## config.mk

```make
export PLATFORM = sky130hd
export DESIGN_NAME = remote_code_pulse_encoder_unit_flat
export DESIGN_NICKNAME = d
export VERILOG_FILES = /design/src/rtl/rcpe_pkg.sv /design/src/rtl/rcpe_if.sv /design/src/rtl/rcpe_cfg_regs.sv /design/src/rtl/rcpe_core.sv /design/src/rtl/rcpe_out_buf.sv /design/src/rtl/remote_code_pulse_encoder_unit.sv /design/src/flat_wrapper.sv
export SDC_FILE = /design/constraint.sdc
export NUM_CORES = 1
export LEC_CHECK = 0
export BUFFER_PORTS_ARGS = -buffer_cell sky130_fd_sc_hd__buf_2
export CELL_PAD_IN_SITES_DETAIL_PLACEMENT = 1
export CELL_PAD_IN_SITES_GLOBAL_PLACEMENT = 2
export CORE_ASPECT_RATIO = 0.75
export CORE_MARGIN = 4
export CORE_UTILIZATION = 33
export DETAILED_ROUTE_END_ITERATION = 6
export PLACE_DENSITY_LB_ADDON = 0.12
export SLEW_MARGIN = 20
export SYNTH_ARGS = -nofsm -noshare
export SYNTH_HDL_FRONTEND = slang
export SYNTH_HIERARCHICAL = 1
export SYNTH_SLANG_ARGS = --single-unit
```

## constraint.sdc

```tcl
create_clock -name clk -period 2.9 [get_ports clk]
set_input_delay 0.58 -clock clk [delete_from_list [all_inputs] [get_ports clk]]
set_output_delay 0.58 -clock clk [all_outputs]
set_load 0.02 [all_outputs]
```

## src/rtl/rcpe_pkg.sv

```systemverilog
// Shared types and constants for the remote code pulse encoder.
// No dependencies; every other file in rtl/ imports this package.
package rcpe_pkg;

  localparam int CODE_W   = 24;  // width of the code_word field
  localparam int SYNC_W   = 6;   // sync header length registers
  localparam int PULSE_W  = 4;   // short/long pulse length registers
  localparam int TICK_W   = 6;   // phase tick counter
  localparam int CFG_IDX_W  = 2;
  localparam int CFG_DATA_W = 6;

  // Reset values of the timing registers
  localparam logic [SYNC_W-1:0]  SYNC_HIGH_RST = 6'd1;
  localparam logic [SYNC_W-1:0]  SYNC_LOW_RST  = 6'd31;
  localparam logic [PULSE_W-1:0] SHORT_RST     = 4'd1;
  localparam logic [PULSE_W-1:0] LONG_RST      = 4'd3;

  typedef enum logic [CFG_IDX_W-1:0] {
    REG_SYNC_HIGH = 2'd0,
    REG_SYNC_LOW  = 2'd1,
    REG_SHORT     = 2'd2,
    REG_LONG      = 2'd3
  } cfg_reg_e;

  typedef enum logic [2:0] {
    PH_IDLE    = 3'd0,
    PH_SYNC_HI = 3'd1,
    PH_SYNC_LO = 3'd2,
    PH_BIT_HI  = 3'd3,
    PH_BIT_LO  = 3'd4
  } phase_e;

  typedef struct packed {
    logic [SYNC_W-1:0]  sync_high_ticks;
    logic [SYNC_W-1:0]  sync_low_ticks;
    logic [PULSE_W-1:0] short_ticks;
    logic [PULSE_W-1:0] long_ticks;
  } timing_t;

  typedef struct packed {
    logic line_level;
    logic busy_res;
    logic frame_done;
  } result_t;

endpackage

```

## src/rtl/rcpe_if.sv

```systemverilog
// Valid/ready channel interfaces: item input, result output, register writes.
// Depends on rcpe_pkg for field widths.
interface rcpe_item_if import rcpe_pkg::*; ();
  logic              valid;
  logic              ready;
  logic              command;
  logic [CODE_W-1:0] code_word;
  modport source (output valid, command, code_word, input ready);
  modport sink   (input valid, command, code_word, output ready);
endinterface

interface rcpe_result_if import rcpe_pkg::*; ();
  logic valid;
  logic ready;
  logic line_level;
  logic busy_res;
  logic frame_done;
  modport source (output valid, line_level, busy_res, frame_done, input ready);
  modport sink   (input valid, line_level, busy_res, frame_done, output ready);
endinterface

interface rcpe_cfg_if import rcpe_pkg::*; ();
  logic                  valid;
  logic                  ready;
  logic [CFG_IDX_W-1:0]  index;
  logic [CFG_DATA_W-1:0] data;
  modport source (output valid, index, data, input ready);
  modport sink   (input valid, index, data, output ready);
endinterface

```

## src/rtl/rcpe_cfg_regs.sv

```systemverilog
// Timing register file written through the configuration channel.
// Depends on rcpe_pkg.
module rcpe_cfg_regs import rcpe_pkg::*; (
  input  logic                  clk,
  input  logic                  rst,
  input  logic                  wr_en,
  input  logic [CFG_IDX_W-1:0]  wr_index,
  input  logic [CFG_DATA_W-1:0] wr_data,
  output timing_t               timing
);

  always_ff @(posedge clk) begin
    if (rst) begin
      timing.sync_high_ticks <= SYNC_HIGH_RST;
      timing.sync_low_ticks  <= SYNC_LOW_RST;
      timing.short_ticks     <= SHORT_RST;
      timing.long_ticks      <= LONG_RST;
    end else if (wr_en) begin
      case (cfg_reg_e'(wr_index))
        REG_SYNC_HIGH: timing.sync_high_ticks <= wr_data[SYNC_W-1:0];
        REG_SYNC_LOW:  timing.sync_low_ticks  <= wr_data[SYNC_W-1:0];
        REG_SHORT:     timing.short_ticks     <= wr_data[PULSE_W-1:0];
        REG_LONG:      timing.long_ticks      <= wr_data[PULSE_W-1:0];
        default: ;
      endcase
    end
  end

endmodule

```

## src/rtl/rcpe_core.sv

```systemverilog
// Frame sequencer: phase, tick counter, bit shifter; one transaction per cycle while step is high.
// Depends on rcpe_pkg.
module rcpe_core import rcpe_pkg::*; #(
  parameter int CODE_BITS = 24
) (
  input  logic              clk,
  input  logic              rst,
  input  logic              step,       // accepted item
  input  logic              command,
  input  logic [CODE_W-1:0] code_word,
  input  timing_t           timing,
  output result_t           result,     // result of the current item
  output logic              busy
);

  localparam int BL_W   = $clog2(CODE_BITS + 1);
  localparam int LOAD_W = (CODE_BITS > CODE_W) ? CODE_BITS : CODE_W;

  phase_e                phase, phase_next;
  logic [TICK_W-1:0]     tick_count, tick_count_next;
  logic [CODE_BITS-1:0]  shift_word, shift_word_next;
  logic [BL_W-1:0]       bits_left, bits_left_next;

  logic [LOAD_W-1:0]     load_ext;
  logic [TICK_W-1:0]     tick_inc;
  logic [TICK_W-1:0]     len;
  logic [PULSE_W-1:0]    hi_len, lo_len;
  logic                  top_bit;
  logic                  phase_end;
  logic                  level;

  assign load_ext = LOAD_W'(code_word);
  assign top_bit  = shift_word[CODE_BITS-1];
  assign hi_len   = top_bit ? timing.long_ticks  : timing.short_ticks;
  assign lo_len   = top_bit ? timing.short_ticks : timing.long_ticks;
  assign tick_inc = tick_count + TICK_W'(1);

  always_ff @(posedge clk) begin
    if (rst) begin
      phase      <= PH_IDLE;
      tick_count <= '0;
      shift_word <= '0;
      bits_left  <= '0;
    end else if (step) begin
      phase      <= phase_next;
      tick_count <= tick_count_next;
      shift_word <= shift_word_next;
      bits_left  <= bits_left_next;
    end
  end

  always_comb begin
    busy  = 1'b0;
    level = 1'b0;
    len   = TICK_W'(1);
    case (phase)
      PH_SYNC_HI: begin busy = 1'b1; level = 1'b1; len = timing.sync_high_ticks; end
      PH_SYNC_LO: begin busy = 1'b1; len = timing.sync_low_ticks; end
      PH_BIT_HI:  begin busy = 1'b1; level = 1'b1; len = TICK_W'(hi_len); end
      PH_BIT_LO:  begin busy = 1'b1; len = TICK_W'(lo_len); end
      default: ;
    endcase
  end

  // zero length behaves as one tick
  assign phase_end = (len == '0) || (tick_inc >= len);

  always_comb begin
    phase_next      = phase;
    tick_count_next = tick_count;
    shift_word_next = shift_word;
    bits_left_next  = bits_left;
    result          = '0;
    if (command) begin
      if (!busy) begin
        shift_word_next = load_ext[CODE_BITS-1:0];
        bits_left_next  = BL_W'(CODE_BITS);
        phase_next      = PH_SYNC_HI;
        tick_count_next = '0;
        result.line_level = 1'b1;
      end else begin
        result.line_level = level;
      end
      result.busy_res = 1'b1;
    end else if (!busy) begin
      phase_next = PH_IDLE;
    end else begin
      result.line_level = level;
      result.busy_res   = 1'b1;
      tick_count_next   = tick_inc;
      if (phase_end) begin
        tick_count_next = '0;
        case (phase)
          PH_SYNC_HI: phase_next = PH_SYNC_LO;
          PH_SYNC_LO: phase_next = PH_BIT_HI;
          PH_BIT_HI:  phase_next = PH_BIT_LO;
          default: begin
            shift_word_next = shift_word << 1;
            bits_left_next  = (bits_left != '0) ? bits_left - BL_W'(1) : '0;
            if (bits_left_next == '0) begin
              phase_next        = PH_IDLE;
              result.frame_done = 1'b1;
            end else begin
              phase_next = PH_BIT_HI;
            end
          end
        endcase
      end
    end
  end

endmodule

```

## src/rtl/rcpe_out_buf.sv

```systemverilog
// Two-entry result register with skid slot; decouples input ready from output stall.
// Depends on rcpe_pkg.
module rcpe_out_buf import rcpe_pkg::*; (
  input  logic    clk,
  input  logic    rst,
  input  logic    push,
  input  result_t push_data,
  output logic    can_push,
  output logic    pop_valid,
  input  logic    pop,
  output result_t pop_data
);

  result_t    slots [2];
  logic       wr_ptr, rd_ptr;
  logic [1:0] count;

  assign can_push  = (count != 2'd2);
  assign pop_valid = (count != 2'd0);
  assign pop_data  = slots[rd_ptr];

  always_ff @(posedge clk) begin
    if (push) begin
      slots[wr_ptr] <= push_data;
    end
  end

  always_ff @(posedge clk) begin
    if (rst) begin
      wr_ptr <= 1'b0;
      rd_ptr <= 1'b0;
      count  <= 2'd0;
    end else begin
      if (push) begin
        wr_ptr <= ~wr_ptr;
      end
      if (pop) begin
        rd_ptr <= ~rd_ptr;
      end
      count <= count + 2'(push) - 2'(pop);
    end
  end

endmodule

```

## src/rtl/remote_code_pulse_encoder_unit.sv

```systemverilog
// Top level of the remote code pulse encoder.
// Depends on rcpe_pkg, rcpe_if, rcpe_cfg_regs, rcpe_core, rcpe_out_buf.
//
// Usage:
//   item   - valid/ready input. command=1 starts a frame with code_word (ignored
//            while a frame runs); command=0 is one base tick.
//   result - valid/ready output, one transaction per input transaction:
//            line_level, busy_res and frame_done for that item.
//   cfg    - register write channel (index 0..3: sync high, sync low, short,
//            long tick counts); always ready, write only while idle.
// A result is registered in the output buffer when its item is accepted.
// Throughput: one item per cycle while the buffer has room; the sequencer state
//   advances through short logic and the result lands in a two-entry output buffer.
// Stall: the buffer holds two results, so one more item is taken while a result
//   waits; item.ready drops only when both entries are full.
// Reset (rst, synchronous): line idle, no frame, buffer empty, timing registers
//   back to 1/31/1/3 ticks.
module remote_code_pulse_encoder_unit import rcpe_pkg::*; #(
  parameter int CODE_BITS = 24
) (
  input  logic          clk,
  input  logic          rst,
  rcpe_item_if.sink     item,
  rcpe_result_if.source result,
  rcpe_cfg_if.sink      cfg
);

  timing_t timing;
  result_t core_result;
  result_t buf_data;
  logic    item_acc;
  logic    res_acc;
  logic    can_push;
  logic    busy;

  assign cfg.ready    = 1'b1;
  assign item.ready   = can_push;
  assign item_acc     = item.valid && item.ready;
  assign res_acc      = result.valid && result.ready;

  rcpe_cfg_regs u_cfg_regs (
    .clk      (clk),
    .rst      (rst),
    .wr_en    (cfg.valid && cfg.ready),
    .wr_index (cfg.index),
    .wr_data  (cfg.data),
    .timing   (timing)
  );

  rcpe_core #(.CODE_BITS(CODE_BITS)) u_core (
    .clk       (clk),
    .rst       (rst),
    .step      (item_acc),
    .command   (item.command),
    .code_word (item.code_word),
    .timing    (timing),
    .result    (core_result),
    .busy      (busy)
  );

  rcpe_out_buf u_out_buf (
    .clk       (clk),
    .rst       (rst),
    .push      (item_acc),
    .push_data (core_result),
    .can_push  (can_push),
    .pop_valid (result.valid),
    .pop       (res_acc),
    .pop_data  (buf_data)
  );

  assign result.line_level = buf_data.line_level;
  assign result.busy_res   = buf_data.busy_res;
  assign result.frame_done = buf_data.frame_done;

  // Start accepted while idle must open a frame
  a_start_opens: assert property (@(posedge clk) disable iff (rst)
    item_acc && item.command && !busy |=> busy)
    else $error("start did not open a frame");

  // Frame end closes the sequencer
  a_done_idle: assert property (@(posedge clk) disable iff (rst)
    item_acc && core_result.frame_done |=> !busy)
    else $error("sequencer busy after frame_done");

  // Input stalls only when results are waiting
  a_stall_cause: assert property (@(posedge clk) disable iff (rst)
    !item.ready |-> result.valid)
    else $error("input stalled with no pending result");

  // Reset leaves the sequencer idle
  a_reset_idle: assert property (@(posedge clk)
    rst |=> !busy && !result.valid)
    else $error("not idle after reset");

endmodule
```

## src/flat_wrapper.sv

```systemverilog
// flat-port wrapper written by rule: the top's interface ports become plain ports
module remote_code_pulse_encoder_unit_flat import rcpe_pkg::*;
#(
  parameter int CODE_BITS = 24
)
  (clk, rst, item_valid, item_command, item_code_word, item_ready, result_valid, result_line_level, result_busy_res, result_frame_done, result_ready, cfg_valid, cfg_index, cfg_data, cfg_ready);
  rcpe_item_if item_i ();
  rcpe_result_if result_i ();
  rcpe_cfg_if cfg_i ();
  input  logic clk;
  input  logic rst;
  input wire logic [$bits(item_i.valid)-1:0] item_valid;
  input wire logic [$bits(item_i.command)-1:0] item_command;
  input wire logic [$bits(item_i.code_word)-1:0] item_code_word;
  output wire logic [$bits(item_i.ready)-1:0] item_ready;
  output wire logic [$bits(result_i.valid)-1:0] result_valid;
  output wire logic [$bits(result_i.line_level)-1:0] result_line_level;
  output wire logic [$bits(result_i.busy_res)-1:0] result_busy_res;
  output wire logic [$bits(result_i.frame_done)-1:0] result_frame_done;
  input wire logic [$bits(result_i.ready)-1:0] result_ready;
  input wire logic [$bits(cfg_i.valid)-1:0] cfg_valid;
  input wire logic [$bits(cfg_i.index)-1:0] cfg_index;
  input wire logic [$bits(cfg_i.data)-1:0] cfg_data;
  output wire logic [$bits(cfg_i.ready)-1:0] cfg_ready;
  assign item_i.valid = item_valid;
  assign item_i.command = item_command;
  assign item_i.code_word = item_code_word;
  assign item_ready = item_i.ready;
  assign result_valid = result_i.valid;
  assign result_line_level = result_i.line_level;
  assign result_busy_res = result_i.busy_res;
  assign result_frame_done = result_i.frame_done;
  assign result_i.ready = result_ready;
  assign cfg_i.valid = cfg_valid;
  assign cfg_i.index = cfg_index;
  assign cfg_i.data = cfg_data;
  assign cfg_ready = cfg_i.ready;
  remote_code_pulse_encoder_unit #(.CODE_BITS(CODE_BITS)) u_core (.clk(clk), .rst(rst), .item(item_i), .result(result_i), .cfg(cfg_i));
endmodule
```

# After elaboration in Yosys (flattened, before gate mapping)
# Memory sizes are Yosys's and may differ from the RTL's. A register that Yosys moved wholly into a read port is not among the register bits.
# Index checks and enable logic that the tools add are counted.
op_classes:
  addsub: 4
  magnitude_cmp: 1
  n_eq_ne: 11
  muxes: 37
  bitwise: 2
  reduce_logical: 20
op_table:
  columns: ["op", "n"]
  rows:
  - ["$mux W24", 5]
  - ["$mux W5", 6]
  - ["$mux W6", 4]
  - ["$pmux W6 S4", 1]
  - ["$mux W3", 5]
  - ["$mux W1", 11]
  - ["$pmux W3 S3", 1]
  - ["$mux W4", 2]
  - ["$reduce_and A2 Y1", 4]
  - ["$add A6 B1 Y6 const B", 1]
  - ["$eq A3 B2 Y1 const B", 2]
  - ["$ge A6 B6 Y1", 1]
  - ["$logic_not A6 Y1", 1]
  - ["$reduce_and A3 Y1", 2]
  - ["$reduce_bool A2 Y1", 3]
  - ["$logic_not A5 Y1", 1]
  - ["$reduce_and A5 Y1", 1]
  - ["$reduce_bool A5 Y1", 1]
  - ["$sub A5 B1 Y5 const B", 1]
  - ["$eq A2 B2 Y1 const B", 2]
  - ["$mux W2", 2]
  - ["$ne A2 B1 Y1 const B", 2]
  - ["$ne A2 B2 Y1 const B", 2]
  - ["$reduce_or A4 Y1", 1]
  - ["11 further kinds", 13]
totals:
  ff_bits: 62
  mem_bits_rw: 6
  output_inout_bits: 6
  wordCells: 87
  n_memories: 1
mem_list:
  columns: ["name", "words", "word_bits", "rd", "rd_ports_with_merged_regs", "wr", "line_no", "rtl"]
  rows:
  - ["u_core.u_out_buf.slots", 2, 3, 1, 1, 1, "rcpe_out_buf.sv:14", "result_t slots [2];"]

# Depth between registers and ports, before layout
depth:
  word_depth: 8
  depth_mapped: 15

# By module
# Netlist, hierarchy kept.
by_module_without_submodules:
  columns: ["mod", "n_inst", "cells_per_inst", "area_each_um2", "seq_area_each_um2"]
  rows:
  - ["rcpe_core", 1, 302, 2561.2, 760.7]
  - ["rcpe_cfg_regs", 1, 81, 827.0, 400.4]
  - ["rcpe_out_buf", 1, 30, 430.4, 280.3]
  - ["remote_code_pulse_encoder_unit", 1, 4, 23.8, 0.0]

# Worst setup path before layout
# No wires, ideal clock.
synth_path:
  path_kind: "flip-flop to flip-flop"
  start: "register u_core.u_core.shift_word[23]"
  end: "register u_core.u_core.shift_word[15]"
  arrival_ps: 2880
  t_required_ps: 2819
  slack_ps: -61
  path_stages_with_launch: 14
  n_path_buf: 2
  period_less_slack_ps: 2961
  path_cell_list: "dfxtp_1 -> clkbuf_1 -> mux2i_1 -> o22ai_1 -> a31o_2 -> ha_1 -> nand2b_1 -> a21o_1 -> a21oi_1 -> o21ai_1 -> a211oi_4 -> buf_4 -> a211oi_1 -> a211oi_2"
synth_via:
  elab_chain_len: 6
synth_rtl:
  columns: ["item", "line_no", "rtl"]
  rows:
  - ["from (decl)", "rcpe_core.sv:21", "logic [CODE_BITS-1:0] shift_word, shift_word_next;"]
  - ["from (signal assigned)", "rcpe_core.sv:47", "shift_word <= shift_word_next;"]
  - ["$mux W4 (on tied branches)", "rcpe_core.sv:35, rcpe_core.sv:34", null]
  - ["$pmux W6 S4 *", "rcpe_core.sv:56", "case (phase)"]
  - ["$ge A6 B6 Y1 / $logic_not A6 Y1 (equally long branches)", "rcpe_core.sv:66", "assign phase_end = (len == '0) || (tick_inc >= len);"]
  - ["$logic_or A1 B1 Y1 *", "rcpe_core.sv:66", null]
  - ["$reduce_bool A2 Y1 (no line) *", null, null]
  - ["$reduce_and A5 Y1 (no line) *", null, null]
# Mark *: on every way between the ends. The rest lies on a longest branch, timed or not.
# A chain may end at the register's enable or synchronous reset.

# Worst setup path after layout
layout_path:
  start: "register u_core.u_core.phase[2]"
  end: "register u_core.u_core.shift_word[23]"
layout_via:
  elab_chain_len: 6
layout_rtl:
  columns: ["item", "line_no", "rtl"]
  rows:
  - ["from (decl)", "rcpe_core.sv:19", "phase_e phase, phase_next;"]
  - ["from (signal assigned)", "rcpe_core.sv:45", "phase <= phase_next;"]
  - ["$eq A3 B3 Y1, or another cell as far along", "rcpe_core.sv:56", null]
  - ["$pmux W6 S4", "rcpe_core.sv:56", null]
  - ["$ge A6 B6 Y1 / $logic_not A6 Y1 (equally long branches)", "rcpe_core.sv:66", null]
  - ["$logic_or A1 B1 Y1", "rcpe_core.sv:66", null]
  - ["$reduce_bool A2 Y1 (no line)", null, null]
  - ["$reduce_and A5 Y1 (no line) *", null, null]
# Marked as above.

==> out/results.tsv <==
stage	metric	value	unit
routing	drt_wl_total	10260	µm
die	boundaryPins	44	
hold_path	holdPathEnd	u_core/u_core/shift_word[11]	
grt	grt_usage	15.05	%
die	row_count	33	
synthesis	synth_top_family_by_area	compound AO/OA/AOI/OAI gates	
clocking	clkLatencyLatePin	330	ps
grt	overflow	0	
routing	dr.pass1.iters	4	
synthesis	synth_seq_area_share	37.51	%
timing	finalSetupViolCount	1	
status	violations	negative setup slack	
pwr	power_density	745.2	nW/µm²
placement	globalplace.congestion	0.7647	
die	die_w	132.6	µm
timing	drv_slew	0	
grt	grt_start_max_net_pins	56	
clocking	root_buffer	clkbuf_16	
synthesis	yosysTopAreaCellShare	32.82	%
synthesis	synth_top_cells_by_count	dfxtp_1, nor2_1, inv_1, mux2i_1, a211oi_1	
clocking	clock-sinks	69	
critical_path	cp.required	3140	ps
critical_path	r2r_slack	-7	ps
layout	final_net_count	540	
routing	drt_first_iter_violations	115	
synthesis	avgSynthCellArea	9.214	µm²
clocking	postCtsHoldBufs	0	
synthesis	ys_seq_elements	69	
grt	antenna_found_initial	0	
critical_path	path_class	flip-flop to flip-flop	
die	die-height	101.5	µm
placement	numPortBuffers	42	
timing	setup_ws	-6.844	ps
critical_path	reg2reg_depth	13	
synthesis	synth.area.mux_share	8.434	%
status	status	complete, but fails checks	
die	core_area	11150	µm²
hold_path	hp-start	u_core/u_core/shift_word[11]	
critical_path	r2r-end	u_core/u_core/shift_word[23]	
clocking	cts_tree	built	
pwr	leakage	2.016	nW
critical_path	cp_data_arrival_time	3140	ps
critical_path	end_kind	flip-flop	
grt	grt_pass1_vias	3289	
clocking	numCtsBuffers	9	
critical_path	crit_path_start_kind	flip-flop	
synthesis	synth_area_leaders	dfxtp_1, mux2i_1, a211oi_2, a211oi_1, nor2_1	
synthesis	netlist_area	3842	µm²
timing	fmax	0.3440	GHz
critical_path	crit_fanout	6	
clocking	clockBufferDepth	2	
placement	dpl_worst_slack	-104.1	ps
pwr	vdd_drop_max	0.0002811	V
timing	rsz0062_at_grt	true	
layout	antenna_cells	0	
timing	hold_viol_final	0	
timing	tightest_slew	661.8	ps
layout	postLayoutCoreUtil	46.00	%
timing	finalCritPeriodShare	100.2	%
clocking	path_clk_slew	60	ps
timing	relSlewSlack	55.88	%
layout	drive_gt1_share	34.14	%
synthesis	synth-simple-area-share	19.70	%
synthesis	synth_cell_types	56	
timing	period_needed	2907	ps
synthesis	ys.flop_type	dfxtp_1	
routing	antenna_left	0	
hold_path	min_path_type	flip-flop to flip-flop	
synthesis	yosysWarnings	6	
grt	grt_first_pass_wirelength	16410	µm
routing	drc	0	
synthesis	synth_xor_area_share	2.182	%
job	max-cap-violations	0	
routing	vias_per_cell	5.025	
timing	tns	-6.844	ps
timing	fin_skew	3.543	ps
routing	wl_per_cell	16.15	µm
synthesis	async_reset_ff_share	0	%
layout	area_delta_synth_final	33.47	%
synthesis	synth_fp_nets	467	
synthesis	synthAdderAreaFrac	3.908	%
synthesis	synth-edff-count	6	
synthesis	synth_compound_area_share	20.84	%
synthesis	synthCells	417	
routing	num_vias	3191	
critical_path	r2r_start	u_core/u_core/phase[2]	
die	dieArea	13450	µm²
hold_path	whs_path_depth	2	
synthesis	yosysMostFrequentCell	dfxtp_1	
die	initial_core_util	34.47	%
clocking	cts_max_level	3	
placement	hpwl	6876	µm
synthesis	synth_area_leader_cell	dfxtp_1	
[where the power goes]
part           leakage [nW]  switching (W)  internal [W]
Combinational          1.28       0.000672      0.000694
Sequential            0.573      0.0000755       0.00113
Clock                 0.161       0.000415      0.000835
[cell families (layout without fill, tap and decap cells)]
logic type,Yosys count,after routing
other,1,1
adder cells (fa/ha/maj),12,12
XOR/XNOR,8,8
buffers and inverters,64,142
AO/OA/AOI/OAI,95,95
AND/OR/NAND/NOR,136,136
multiplexers,32,32
flip-flops,69,69
[worst max path at each step]
stage / from / end / slack (ps) / cells after the start
finish: u_core/u_core/phase[2] / u_core/u_core/shift_word[23] / -7 / 13
global route: u_core/u_core/phase[2] / u_core/u_core/shift_word[23] / -130 / 13
CTS: u_core/u_core/phase[1] / u_core/u_core/bits_left[3] / 3 / 14
detailed placement: u_core/u_core/phase[0] / u_core/u_core/shift_word[22] / -100 / 13
global placement: u_core/u_core/phase[0] / u_core/u_core/shift_word[12] / 2 / 13
floorplan: u_core/u_core/phase[2] / u_core/u_core/shift_word[11] / 6 / 14
[cell usage in the layout (no fill, tap or decap), types with 3 or more instances in the layout]
cell and n:
nand2_1 8, a211oi_1 21, a21oi_1 6, nand3_1 9
or3_1 4, and2_1 5, xor2_1 3, xnor2_1 4
a22oi_1 4, dfxtp_2 3, nor2b_1 7, edfxtp_1 6
inv_1 34, buf_2 42, nand3b_1 11, o21ai_0 5
buf_6 9, buf_12 3, ha_1 10, mux2i_1 27
a211oi_2 25, nand2b_1 19, o21ai_1 5, a21o_1 7
dfxtp_1 59, mux2_2 3, bufinv_16 3, nor2_1 50
buf_4 32, clkbuf_16 13
[cell type report]
cell class / instances / area [µm²]
clock buffer: 9 / 225.2
clock inverter: 7 / 113.9
fill: 1256 / 6020
inverter: 35 / 131.4
multi-input combinational: 284 / 2295
sequential: 69 / 1449
tap: 140 / 175.2
timing repair buffer: 91 / 739.5
[registers in the layout (all words and copies together), names as in the netlist, named ones only]
signal,flops
u_core/u_core/shift_word,24
u_core/u_cfg_regs/timing,20
u_core/u_core/tick_count,6
u_core/u_out_buf/slots,6
u_core/u_core/bits_left,5
u_core/u_core/phase,3
u_core/u_out_buf/count,2
u_core/u_out_buf/rd_ptr,1
u_core/u_out_buf/wr_ptr,1
[metal layers]
layer,vias up,GRT usage (%),wire (µm)
met3,8,3.873,304
li1,1617,-,-
met2,36,23.60,4407
met1,1530,20.95,5456
met5,-,0,0
met4,0,3.594,89
[critical path: stages (launching register included)]
cell and delay, ps:
dfxtp_2 350, or3b_4 410, buf_6 140, a31o_4 250
ha_4 200, nand2b_4 120, a21o_1 160, a21oi_2 190
o21ai_4 100, a211oi_4 290, buf_6 180, clkbuf_16 160
a211oi_1 50, a211oi_1 200
[what timing repair did]
item / CTS / global route
gates cloned: 1 / 6
buffers inserted: 2 / 3
gates resized for setup: 10 / 33
endpoints found under the setup margin: 30 / 38
pin swaps: 7 / 32
[per-stage QoR]
step,std cells,cell area (µm²),hold WS (ps),power [W]
3_5_place_dp,607,4408,465.7,0.002289
4_1_cts,626,4818,474.8,0.003640
6_report,635,5129,472.5,0.003822
3_3_place_gp,607,4408,452.3,0.002250
2_1_floorplan,417,3882,439.0,0.001963
5_1_grt,635,5129,494.7,0.004045
Power figures use the tool's default switching activity.
